$ cat src/bms_pkg.sv
// Package with the shared types and constants of the buzzer melody sequencer.
`default_nettype none

package bms_pkg;

    // Field widths.
    localparam int FUNC_W  = 3;
    localparam int TRACK_W = 3;
    localparam int IDX_W   = 8;
    localparam int FREQ_W  = 16;
    localparam int DUR_W   = 8;
    localparam int CNT_W   = 8;
    localparam int TEMPO_W = 8;
    localparam int PAUSE_W = 8;
    localparam int TLIM_W  = 4;
    localparam int TIMER_W = 16;
    localparam int MODE_W  = 2;
    localparam int ENTRY_W = FREQ_W + DUR_W;
    localparam int HDR_W   = CNT_W + TEMPO_W;

    // Item function codes.
    localparam logic [FUNC_W-1:0] FUNC_TICK     = 3'd0;
    localparam logic [FUNC_W-1:0] FUNC_PLAY     = 3'd1;
    localparam logic [FUNC_W-1:0] FUNC_WR_NOTE  = 3'd2;
    localparam logic [FUNC_W-1:0] FUNC_WR_HDR   = 3'd3;
    localparam logic [FUNC_W-1:0] FUNC_ALIVE    = 3'd4;

    // Configuration register indexes.
    localparam logic [1:0] REG_PAUSE_TICKS  = 2'd0;
    localparam logic [1:0] REG_MAX_PLAY     = 2'd1;
    localparam logic [1:0] REG_TRACK_LIMIT  = 2'd2;
    localparam logic [1:0] REG_STARTUP_SONG = 2'd3;

    // Configuration reset values.
    localparam logic [PAUSE_W-1:0] PAUSE_TICKS_RST  = 8'd1;
    localparam logic [CNT_W-1:0]   MAX_PLAY_RST     = 8'd255;
    localparam logic [TLIM_W-1:0]  TRACK_LIMIT_RST  = 4'd8;
    localparam logic               STARTUP_SONG_RST = 1'b0;

    typedef struct packed {
        logic [PAUSE_W-1:0] pause_ticks;
        logic [CNT_W-1:0]   max_play;
        logic [TLIM_W-1:0]  track_limit;
        logic               startup_song;
    } cfg_t;

    typedef struct packed {
        logic [FUNC_W-1:0]  func;
        logic [TRACK_W-1:0] track;
        logic [IDX_W-1:0]   note_index;
        logic [FREQ_W-1:0]  frequency;
        logic [DUR_W-1:0]   duration;
        logic [CNT_W-1:0]   note_count;
        logic [TEMPO_W-1:0] tempo;
    } item_t;

    typedef struct packed {
        logic [FREQ_W-1:0] tone_frequency;
        logic              tone_on;
        logic [MODE_W-1:0] mode;
    } result_t;

endpackage

`default_nettype wire

$ cat src/bms_cfg_regs.sv
// Configuration register bank behind the APB-style port.
`default_nettype none

module bms_cfg_regs (
    input  wire logic        aclk,
    input  wire logic        aresetn,
    input  wire logic        psel,
    input  wire logic        penable,
    input  wire logic        pwrite,
    input  wire logic [3:0]  paddr,
    input  wire logic [31:0] pwdata,
    output logic      [31:0] prdata,
    output bms_pkg::cfg_t    cfg
);
    import bms_pkg::*;

    logic [PAUSE_W-1:0] pause_ticks_reg;
    logic [CNT_W-1:0]   max_play_reg;
    logic [TLIM_W-1:0]  track_limit_reg;
    logic               startup_song_reg;
    logic               wr_en;
    logic [1:0]         reg_idx;

    assign wr_en   = psel && penable && pwrite;
    assign reg_idx = paddr[3:2];

    always_ff @(posedge aclk) begin
        if (!aresetn) begin
            pause_ticks_reg  <= PAUSE_TICKS_RST;
            max_play_reg     <= MAX_PLAY_RST;
            track_limit_reg  <= TRACK_LIMIT_RST;
            startup_song_reg <= STARTUP_SONG_RST;
        end else if (wr_en) begin
            unique case (reg_idx)
                REG_PAUSE_TICKS:  pause_ticks_reg  <= pwdata[PAUSE_W-1:0];
                REG_MAX_PLAY:     max_play_reg     <= pwdata[CNT_W-1:0];
                REG_TRACK_LIMIT:  track_limit_reg  <= pwdata[TLIM_W-1:0];
                REG_STARTUP_SONG: startup_song_reg <= pwdata[0];
                default:          ;
            endcase
        end
    end

    always_comb begin
        prdata = '0;
        unique case (reg_idx)
            REG_PAUSE_TICKS:  prdata = {{(32-PAUSE_W){1'b0}}, pause_ticks_reg};
            REG_MAX_PLAY:     prdata = {{(32-CNT_W){1'b0}}, max_play_reg};
            REG_TRACK_LIMIT:  prdata = {{(32-TLIM_W){1'b0}}, track_limit_reg};
            REG_STARTUP_SONG: prdata = {31'b0, startup_song_reg};
            default:          prdata = '0;
        endcase
    end

    assign cfg.pause_ticks  = pause_ticks_reg;
    assign cfg.max_play     = max_play_reg;
    assign cfg.track_limit  = track_limit_reg;
    assign cfg.startup_song = startup_song_reg;

endmodule

`default_nettype wire

$ cat config.mk
export PLATFORM = sky130hd
export DESIGN_NAME = bms_cfg_regs
export DESIGN_NICKNAME = d
export VERILOG_FILES = /design/src/bms_pkg.sv /design/src/bms_cfg_regs.sv
export SDC_FILE = /design/constraint.sdc
export NUM_CORES = 1
export LEC_CHECK = 0
export ABC_AREA = 0
export BUFFER_PORTS_ARGS = -buffer_cell sky130_fd_sc_hd__buf_2
export CORE_ASPECT_RATIO = 0.9
export CORE_MARGIN = 1.5
export CORE_UTILIZATION = 32
export DETAILED_ROUTE_END_ITERATION = 10
export HOLD_SLACK_MARGIN = 0.05
export PLACE_DENSITY = 0.65
export SLEW_MARGIN = 30
export SYNTH_ARGS = -nofsm -noshare
export SYNTH_HDL_FRONTEND = slang
export SYNTH_SLANG_ARGS = --single-unit
$ cat constraint.sdc
create_clock -name aclk -period 1.8 [get_ports aclk]
set_clock_uncertainty 0.15 [all_clocks]
set_input_delay 0.18 -clock aclk [delete_from_list [all_inputs] [get_ports aclk]]
set_output_delay 0.18 -clock aclk [all_outputs]
set_load 0.005 [all_outputs]
== Word level (Yosys, flattened, before mapping) ==
Index checks and enable logic that the tools add are counted.

* Multiplexer cells: 1
* Reduce and logical (&&, ||, !) cells: 7
* Equal/unequal tests: 3

{| class="wikitable"
|+ Operators by type and width
! kind !! number
|-
| 32-bit case mux with 4 select lines || 1
|-
| 2-bit AND reduction || 4
|-
| 2-bit equality test, second input constant || 2
|-
| 2-bit by 1-bit equality test with 1-bit output, second input constant || 1
|-
| 1-bit logical AND || 2
|-
| 2-bit logical NOT || 1
|}

* Bits of input ports: 41
* Bits in registers: 21
* Output and inout bits: 53

== Logic depth before layout (Yosys ltp) ==
Gate-level depths: netlist (run 1).

* Depth in word-level cells: 3
* Depth in mapped cells: 4

== Least setup slack after synthesis (run 1) ==
No wires, ideal clock.

* Kind: reg-to-output
* Start point: register track_limit_reg[0]
* End point: output prdata[0]
* Slack: 0.655 ns
* Cell stages (with the launch flop): 2
* Arrival: 0.815 ns
* Path through: dfxtp_1 > mux4_1

* Cells in the longest elaborated chain, start to end: 1

{| class="wikitable"
|+ RTL lines
! what !! RTL line !! source
|-
| start, declared || bms_cfg_regs.sv:19 || <nowiki>logic [TLIM_W-1:0] track_limit_reg;</nowiki>
|-
| start signal, assigned || bms_cfg_regs.sv:37 || <nowiki>REG_TRACK_LIMIT: track_limit_reg <= pwdata[TLIM_W-1:0];</nowiki>
|-
| 32-bit case mux with 4 select lines || bms_cfg_regs.sv:46 || <nowiki>unique case (reg_idx)</nowiki>
|-
| end, declared || bms_cfg_regs.sv:12 || <nowiki>output logic [31:0] prdata,</nowiki>
|}

Every way passes these cells. The select of a mux whose other input is x is not followed.

== Worst setup path in the final report (run 1) ==
Same ends and word-level chain as after synthesis.

==> out/results.ini, run 1 <==
[synthesis]
avgSynthCellArea_um2=9.26
muxShareOfSynthArea_pct=23.6
synth-edff-count=0
yosys.area.top_type_share_pct=33.4
yosysUniqueCellTypes=18
ys_seq_elements=21
yosys_most_used_dff=dfxtp_1
ys_seq_area_share_pct=33.4
ys_top_cells_by_area=dfxtp_1, mux2i_1, buf_4
synth_xor_area_share_pct=0
synth-compound-area-share_pct=2.39
synth_top_family_by_area=multiplexers
synthAdderAreaFrac_pct=0
syn_inst=136
yosys.area.top_type=dfxtp_1
yosys.area_share.simple_pct=22.0
async_reset_ff_share_pct=0
synthesis.area_mm2=0.00126
synth_commonest_cells=buf_4, mux2i_1, nand2_1, dfxtp_1, nor2b_1
yosysWarnings=0

[clock_network]
ctsHoldBuffers=7
clock_sinks=21
path_clk_slew_ps=80
cts_tree=built
clockRootBuffer=clkbuf_8
htree_levels=1
cts_buffers=3
clock_latency_ps=260
post_cts_buffers=0
ctsResizeCount=0
clockBufferDepth=2

[drt]
vias=977
first_pass_iters=4
vias_per_cell=4.19
drcViolationCount=0
wire_per_inst_um=11.2
postRouteWirelength_mm=2.61
antenna_left=0
drt_iter0_drc=25

[floorplanning]
rows=21
die_h_um=62.5
start_util_pct=33.7
ios=94
die_w_um=69.1
dieArea_mm2=0.00432
coreArea_mm2=0.00373

[power_and_ir_drop]
combPwrFrac_pct=15.2
switching_share_pct=25.2
finalPower_uw=930
internal_power_uw=695
p_switching_uw=235
p_leak_uw=0.000687
peakVddDrop_mv=0.335
clock_power_share_pct=33.8
p_seq_share_pct=51.0
pwr_density_cell_mw_per_mm2=599

[worst_setup_path]
end_kind=output port
rr_endpoint=max_play_reg[3]$_SDFFE_PN1P_
rr_worst_depth=2
critical-path-max-stage-delay_ps=480
required_ps=1470
cp_top_family=multiplexers
reg2reg_from=max_play_reg[3]$_SDFFE_PN1P_
critPathKind=register to output port
crit_path_start=track_limit_reg[0]$_SDFFE_PN0P_
path_cells=mux4_1 > buf_2
rrSetupSlack_ps=1010
path_buf_inv=1
slowest_stage=mux4_1
critPathCapture=prdata[0]
cp.depth=2
crit_path_max_fanout=3
critPathLaunchType=register
arrival_ps=1210

[cells_and_area]
fillerInstances=389
layout.nets=229
final_util_pct=41.6
areaGrowthSynthToFinish_pct=23.3
layout-drive-gt1-share_pct=29.9
diodes=0
final_area_mm2=0.00155

[placed_design]
post_dp_cell_area_mm2=0.00144
dpl.hpwl_mm=1.93
io_buffers=43
gp_congestion=0.728
pre_cts_ws_ps=366

[grt]
grt_start_max_net_pins=17
grt_overflow=0
grt_pass1_vias=806
grt_antenna_before_repair=0
grt.total_usage_pct=12.3
grt_pass1_wl_mm=4.17

[timing]
fin_crit_ps=1540
fin_ws_ps=264
finalCritPeriodShare_pct=85.3
hold_violations=0
max_freq_mhz=651
finalSetupViolations=0
rsz0062_at_grt=false
final_max_slew_viol_count=0
tns_ps=0

[outcome]
outcome=finished, final reports clean

[flow_run]
drv_cap=0

[worst_hold_path]
hold_start=pwdata[0]
hold_path.class=primary input to register

[layout by cell type, fill, tap and decap left out]
| master | Yosys | layout |
|---|---|---|
| buf_4 | 27 | 6 |
| nand3_4 | 1 | 1 |
| clkbuf_1 | 2 | 1 |
| dfxtp_1 | 21 | 21 |
| o21ai_0 | 3 | 3 |
| o31ai_1 | 1 | 1 |
| mux2i_1 | 27 | 27 |
| conb_1 | 1 | 24 |
| nor2_1 | 4 | 4 |
| nor3b_4 | 1 | 1 |
| nor3_4 | 1 | 1 |
| nor2b_1 | 19 | 19 |
| clkbuf_8 | 0 | 3 |
| dlygate4sd3_1 | 0 | 7 |
| buf_2 | 2 | 43 |
| nor3b_2 | 0 | 1 |
| nand2_1 | 22 | 22 |
| mux4_1 | 1 | 1 |
| o211ai_1 | 1 | 1 |
[layer usage]
layer | part of all wire [%] | GRT usage, % | wire length, um | vias up
met5 | 0 | 0 | 0 | -
met4 | 1.5 | 5.15 | 39 | 0
met3 | 7.5 | 4.68 | 196 | 5
met2 | 42 | 18.1 | 1100 | 41
met1 | 49 | 16.1 | 1280 | 432
li1 | - | - | - | 499
[tightest hold or removal path, delay by kind of cell]
family                 cells  cell delay [ps]
buffers and inverters      1               90
AND/OR/NAND/NOR            1               50
multiplexers               1              110
[logic make-up (layout without fill, tap and decap cells)]
family / after synthesis / after routing
muxes: 28 / 28
buffers and inverters: 32 / 60
DFF: 21 / 21
other: 1 / 24
and+or+nand+nor: 49 / 49
AOI/OAI and AO/OA: 5 / 5
[power by group through the flow]
stage                     Sequential (uW)  Combinational, uW  Clock (uW)
after floorplan                       486                117           0
after global placement                485                130           0
after detailed placement              486                130           0
after CTS                             475                142         330
after global routing                  476                157         341
final                                 475                141         314
[worst min path at each step]
stage | slack (ps) | depth (start not counted) | endpoint
after floorplan | 170 | 2 | pause_ticks_reg[3]$_SDFFE_PN0P_
after global placement | 290 | 3 | pause_ticks_reg[4]$_SDFFE_PN0P_
after detailed placement | 300 | 3 | pause_ticks_reg[5]$_SDFFE_PN0P_
after CTS | 60 | 3 | max_play_reg[0]$_SDFFE_PN1P_
after global routing | 70 | 3 | max_play_reg[0]$_SDFFE_PN1P_
final | 60 | 3 | max_play_reg[0]$_SDFFE_PN1P_
[per-stage QoR]
step / hold WS (ps) / instances
final: 56.6 / 233
after CTS: 56.3 / 233
after global routing: 72.4 / 233
after global placement: 294 / 222
after floorplan: 172 / 159
after detailed placement: 301 / 222
[area by class of cell]
cell class              count  area (um2)  area share (%)
repair buffers             56         330            21.3
multi-input cells         106         698            45.0
well taps                  46        57.6            3.71
flip-flops and latches     21         420            27.1
clock buffers               4        45.0            2.90
(Power assumes the default switching activity.)
==> run 2: changes to the inputs <==
RECOVER_POWER = 25   (was unset)
==> run 2 against run 1 <==
Flip-flop and latch count stayed put. Maximum frequency hardly changed. Critical path depth stayed put. Global-route usage stayed put. Non-clock buffer count stayed put. Critical path type unchanged.
==> out/results.ini, run 2 (synthesized netlist as in run 1, its figures left out) <==
[outcome]
outcome=finished, final reports clean

[timing]
slew_headroom_pct=59.9
finalSetupViolations=0
final_max_slew_viol_count=0
max_freq_mhz=651
rsz0062_at_grt=false
fin_crit_ps=1540
tns_ps=0
tightest_slew_ps=601
finalCritPeriodShare_pct=85.3
hold_violations=0

[worst_setup_path]
required_ps=1470
critPathKind=register to output port
rr_endpoint=max_play_reg[3]$_SDFFE_PN1P_
end_kind=output port
critical-path-max-stage-delay_ps=480
crit_path_max_fanout=3
path_cells=mux4_1 > buf_2
rr_worst_depth=2
cp_top_family=multiplexers
rrSetupSlack_ps=1010
arrival_ps=1210
critPathLaunchType=register
path_buf_inv=1
slowest_stage=mux4_1
reg2reg_from=max_play_reg[3]$_SDFFE_PN1P_

[drt]
postRouteWirelength_mm=2.64
first_pass_iters=4
antenna_left=0
vias_per_cell=4.21
drt_iter0_drc=30
vias=982
wire_per_inst_um=11.3
drcViolationCount=0

[clock_network]
cts_buffers=3
clock_latency_ps=260
ctsResizeCount=0
htree_levels=1
clock_sinks=21
clockRootBuffer=clkbuf_8
clockBufferDepth=2
cts_tree=built
path_clk_slew_ps=80

[placed_design]
io_buffers=43
dpl.hpwl_mm=1.93
gp_congestion=0.728
post_dp_cell_area_mm2=0.00144
dp_cells=222

[cells_and_area]
diodes=0
multi_input_area_um2=687
fillerInstances=392
layout.nets=229
final_cell_mix=buf_2, mux2i_1, conb_1, nand2_1, dfxtp_1
layout.cells.non_filler=233
final_util_pct=40.8
areaGrowthSynthToFinish_pct=21.0
final_area_mm2=0.00152
layout_commonest_cell=buf_2
area.sequential_um2=420
layout-drive-gt1-share_pct=26.2

[power_and_ir_drop]
clock_power_share_pct=34.1
pwr_density_cell_mw_per_mm2=609
internal_power_uw=692
p_leak_uw=0.000664
switching_share_pct=25.4
peakVddDrop_mv=0.339
p_switching_uw=235
p_seq_share_pct=51.2
combPwrFrac_pct=14.7

[grt]
grt_pass1_wl_mm=4.17
grt_start_max_net_pins=17
grt_overflow=0
grt.total_usage_pct=12.3
grt_antenna_before_repair=0
grt_pass1_vias=806

[floorplanning]
ios=94
dieArea_mm2=0.00432
coreArea_mm2=0.00373
rows=21
die_w_um=69.1
start_util_pct=33.7
die_h_um=62.5

[worst_hold_path]
hold_start=pwdata[0]
hold_depth=3
holdPathEnd=max_play_reg[0]$_SDFFE_PN1P_
hold_path.class=primary input to register

[flow_run]
drv_cap=0

## run 2: changes by cell type in the layout (fill, tap and decap cells not counted), sizes merged
cell    before  now
clkbuf       4   10
buf         49   43
## run 2: worst max path at each step
stage | slack [ps] | start | to | depth (start not counted)
2_1_floorplan | 650 | track_limit_reg[0]$_SDFFE_PN0P_ | prdata[0] | 1
3_3_place_gp | 360 | paddr[2] | max_play_reg[3]$_SDFFE_PN1P_ | 4
3_5_place_dp | 370 | paddr[2] | max_play_reg[1]$_SDFFE_PN1P_ | 4
4_1_cts | 250 | track_limit_reg[0]$_SDFFE_PN0P_ | prdata[0] | 2
5_1_grt | 180 | track_limit_reg[0]$_SDFFE_PN0P_ | prdata[0] | 2
6_report | 260 | track_limit_reg[0]$_SDFFE_PN0P_ | prdata[0] | 2
## run 2: per-layer routing
layer	GRT usage [%]	wire (um)
met5	0	0
met3	4.68	214
met4	5.15	39
met2	18.1	1110
met1	16.1	1280
## run 2: worst min-delay path, cell delays in order
cell and delay, ps:
buf_2 90, nor2b_1 50, mux2i_1 110
## run 2: area by class of cell
| type | count | area share (%) |
|---|---|---|
| clock buffers | 4 | 2.96 |
| multi-input cells | 106 | 45.1 |
| flip-flops and latches | 21 | 27.6 |
| well taps | 46 | 3.78 |
| repair buffers | 56 | 20.5 |
## run 2: per-stage QoR
stage	hold slack [ps]	power [uW]	worst slack, ps
global placement	294	615	361
detailed placement	301	616	366
floorplan	172	602	655
CTS	56.3	947	251
global route	72.4	968	182
finish	54.7	927	264
## run 2: power groups by stage
stage               clock (uW)  combinational [uW]  sequential [uW]
finish                     316                 136              475
global route               341                 151              476
CTS                        330                 142              475
detailed placement           0                 130              486
global placement             0                 130              485
floorplan                    0                 117              486
## run 2: repair_timing
| item | 4_1_cts | 5_1_grt |
|---|---|---|
| hold endpoints to repair | 12 | 0 |
| buffers inserted | 0 | 0 |
| hold buffers | 7 | 0 |
==> run 3: changes to the inputs <==
CORE_ASPECT_RATIO = 1.4   (was 0.9)
TNS_END_PERCENT = 50   (was unset)
==> run 3 against run 2 <==
Flip-flop and latch count unchanged. Wire length down 5.8%. Worst hold slack better by 11 ps. Non-clock buffer count down 3. Design area down 0.74%. Total power down 1.5%. Setup slack worse by 3.9 ps. Sequential power about the same.
==> out/results.ini, run 3 (synthesized netlist as in run 1, its figures left out) <==
[timing]
hold_violations=0
tns_ps=0
finalCritPeriodShare_pct=85.5
tightest_slew_ps=788
holdWs_ps=66.0
slew_headroom_pct=47.3
fin_ws_ps=260
finalSetupViolations=0
final_max_slew_viol_count=0
rsz0062_at_grt=false
fin_crit_ps=1540
max_freq_mhz=649

[clock_network]
clock_sinks=21
path_clk_slew_ps=80
post_cts_buffers=0
ctsResizeCount=0
cts_buffers=3
cts_tree=built
clockRootBuffer=clkbuf_8
clock_latency_ps=250
ctsHoldBuffers=7
clockBufferDepth=2
htree_levels=1

[cells_and_area]
layout-drive-gt1-share_pct=27.7
areaGrowthSynthToFinish_pct=20.1
final_cell_mix=buf_2, mux2i_1, conb_1, nand2_1, dfxtp_1
layout_commonest_cell=buf_2
fillerInstances=394
layout.nets=226
layout.cells.non_filler=226
final_area_mm2=0.00151
diodes=0
area.sequential_um2=420
multi_input_area_um2=687

[grt]
grt_antenna_before_repair=0
grt_overflow=0
grt_start_max_net_pins=38
grt_pass1_wl_mm=4.08
grt_pass1_vias=894
grt.total_usage_pct=11.9

[worst_setup_path]
slowest_stage=mux4_1
rr_worst_depth=2
arrival_ps=1210
critPathLaunchType=register
critPathCapture=prdata[0]
end_kind=output port
critPathKind=register to output port
rrSetupSlack_ps=1010
critical-path-max-stage-delay_ps=490
crit_path_max_fanout=3
reg2reg_from=track_limit_reg[3]$_SDFFE_PN1P_
path_cells=mux4_1 > buf_2
required_ps=1470
rr_endpoint=track_limit_reg[3]$_SDFFE_PN1P_
crit_path_start=track_limit_reg[0]$_SDFFE_PN0P_

[power_and_ir_drop]
p_seq_share_pct=52.0
peakVddDrop_mv=0.246
internal_power_uw=686
combPwrFrac_pct=14.5
clock_power_share_pct=33.5
p_switching_uw=227
p_leak_uw=0.000662
switching_share_pct=24.8
pwr_density_cell_mw_per_mm2=604

[floorplanning]
die_h_um=77.2
die_w_um=56.0
coreArea_mm2=0.00371
dieArea_mm2=0.00432
start_util_pct=33.9
ios=94
rows=26

[drt]
postRouteWirelength_mm=2.48
antenna_left=0
drcViolationCount=0
first_pass_iters=4
drt_iter0_drc=18
wire_per_inst_um=11.0
vias_per_cell=4.35
vias=984

[placed_design]
dpl.hpwl_mm=1.78
gp_congestion=0.715
post_dp_cell_area_mm2=0.00141
io_buffers=43
pre_cts_ws_ps=277
dp_cells=215

[outcome]
outcome=finished, final reports clean

[worst_hold_path]
hold_path.class=primary input to register
hold_start=pwdata[0]

[flow_run]
drv_cap=0

-- run 3: changes by cell type in the layout (fill, tap and decap cells not counted), sizes merged --
cell	change
clkbuf	-3
clkinv	+1
buf	-1
-- run 3: worst min path at each step --
stage                                            endpoint  slack [ps]  depth (start not counted)
after global routing      track_limit_reg[0]$_SDFFE_PN0P_          70                          3
after global placement    pause_ticks_reg[7]$_SDFFE_PN0P_         290                          3
after CTS                 track_limit_reg[0]$_SDFFE_PN0P_          50                          3
after detailed placement  pause_ticks_reg[4]$_SDFFE_PN0P_         300                          3
after floorplan           pause_ticks_reg[3]$_SDFFE_PN0P_         170                          2
final                     track_limit_reg[0]$_SDFFE_PN0P_          70                          3
-- run 3: layout make-up --
type                    instances  area share (%)
clock inverters                 1           0.331
well taps                      42            3.48
repair buffers                 53            20.2
clock buffers                   3            2.73
multi-input cells             106            45.4
flip-flops and latches         21            27.8
-- run 3: stage by stage --
stage	utilization (%)	power (uW)
detailed placement	38.0	610
global placement	38.0	609
CTS	41.1	941
finish	40.8	913
floorplan	-	602
global route	40.8	964
-- run 3: worst max-delay path, delay by kind of cell, from the launching register on --
family | cells | cell delay (ps)
muxes | 1 | 490
DFF | 1 | 330
buffers and inverters | 1 | 140
-- run 3: per-layer routing --
layer / share of wire (%) / vias to the layer above / global-route usage (%)
li1: - / 494 / -
met1: 42 / 446 / 13.9
met2: 51 / 42 / 21.1
met3: 5.4 / 2 / 1.01
met4: 1.4 / 0 / 6.43
met5: 0 / - / 0
-- run 3: power by group through the flow --
stage                     Sequential (uW)  Combinational [uW]  Clock (uW)
after floorplan                       486                 117           0
after global placement                485                 124           0
after detailed placement              486                 125           0
after CTS                             475                 137         330
after global routing                  476                 150         339
final                                 474                 133         306
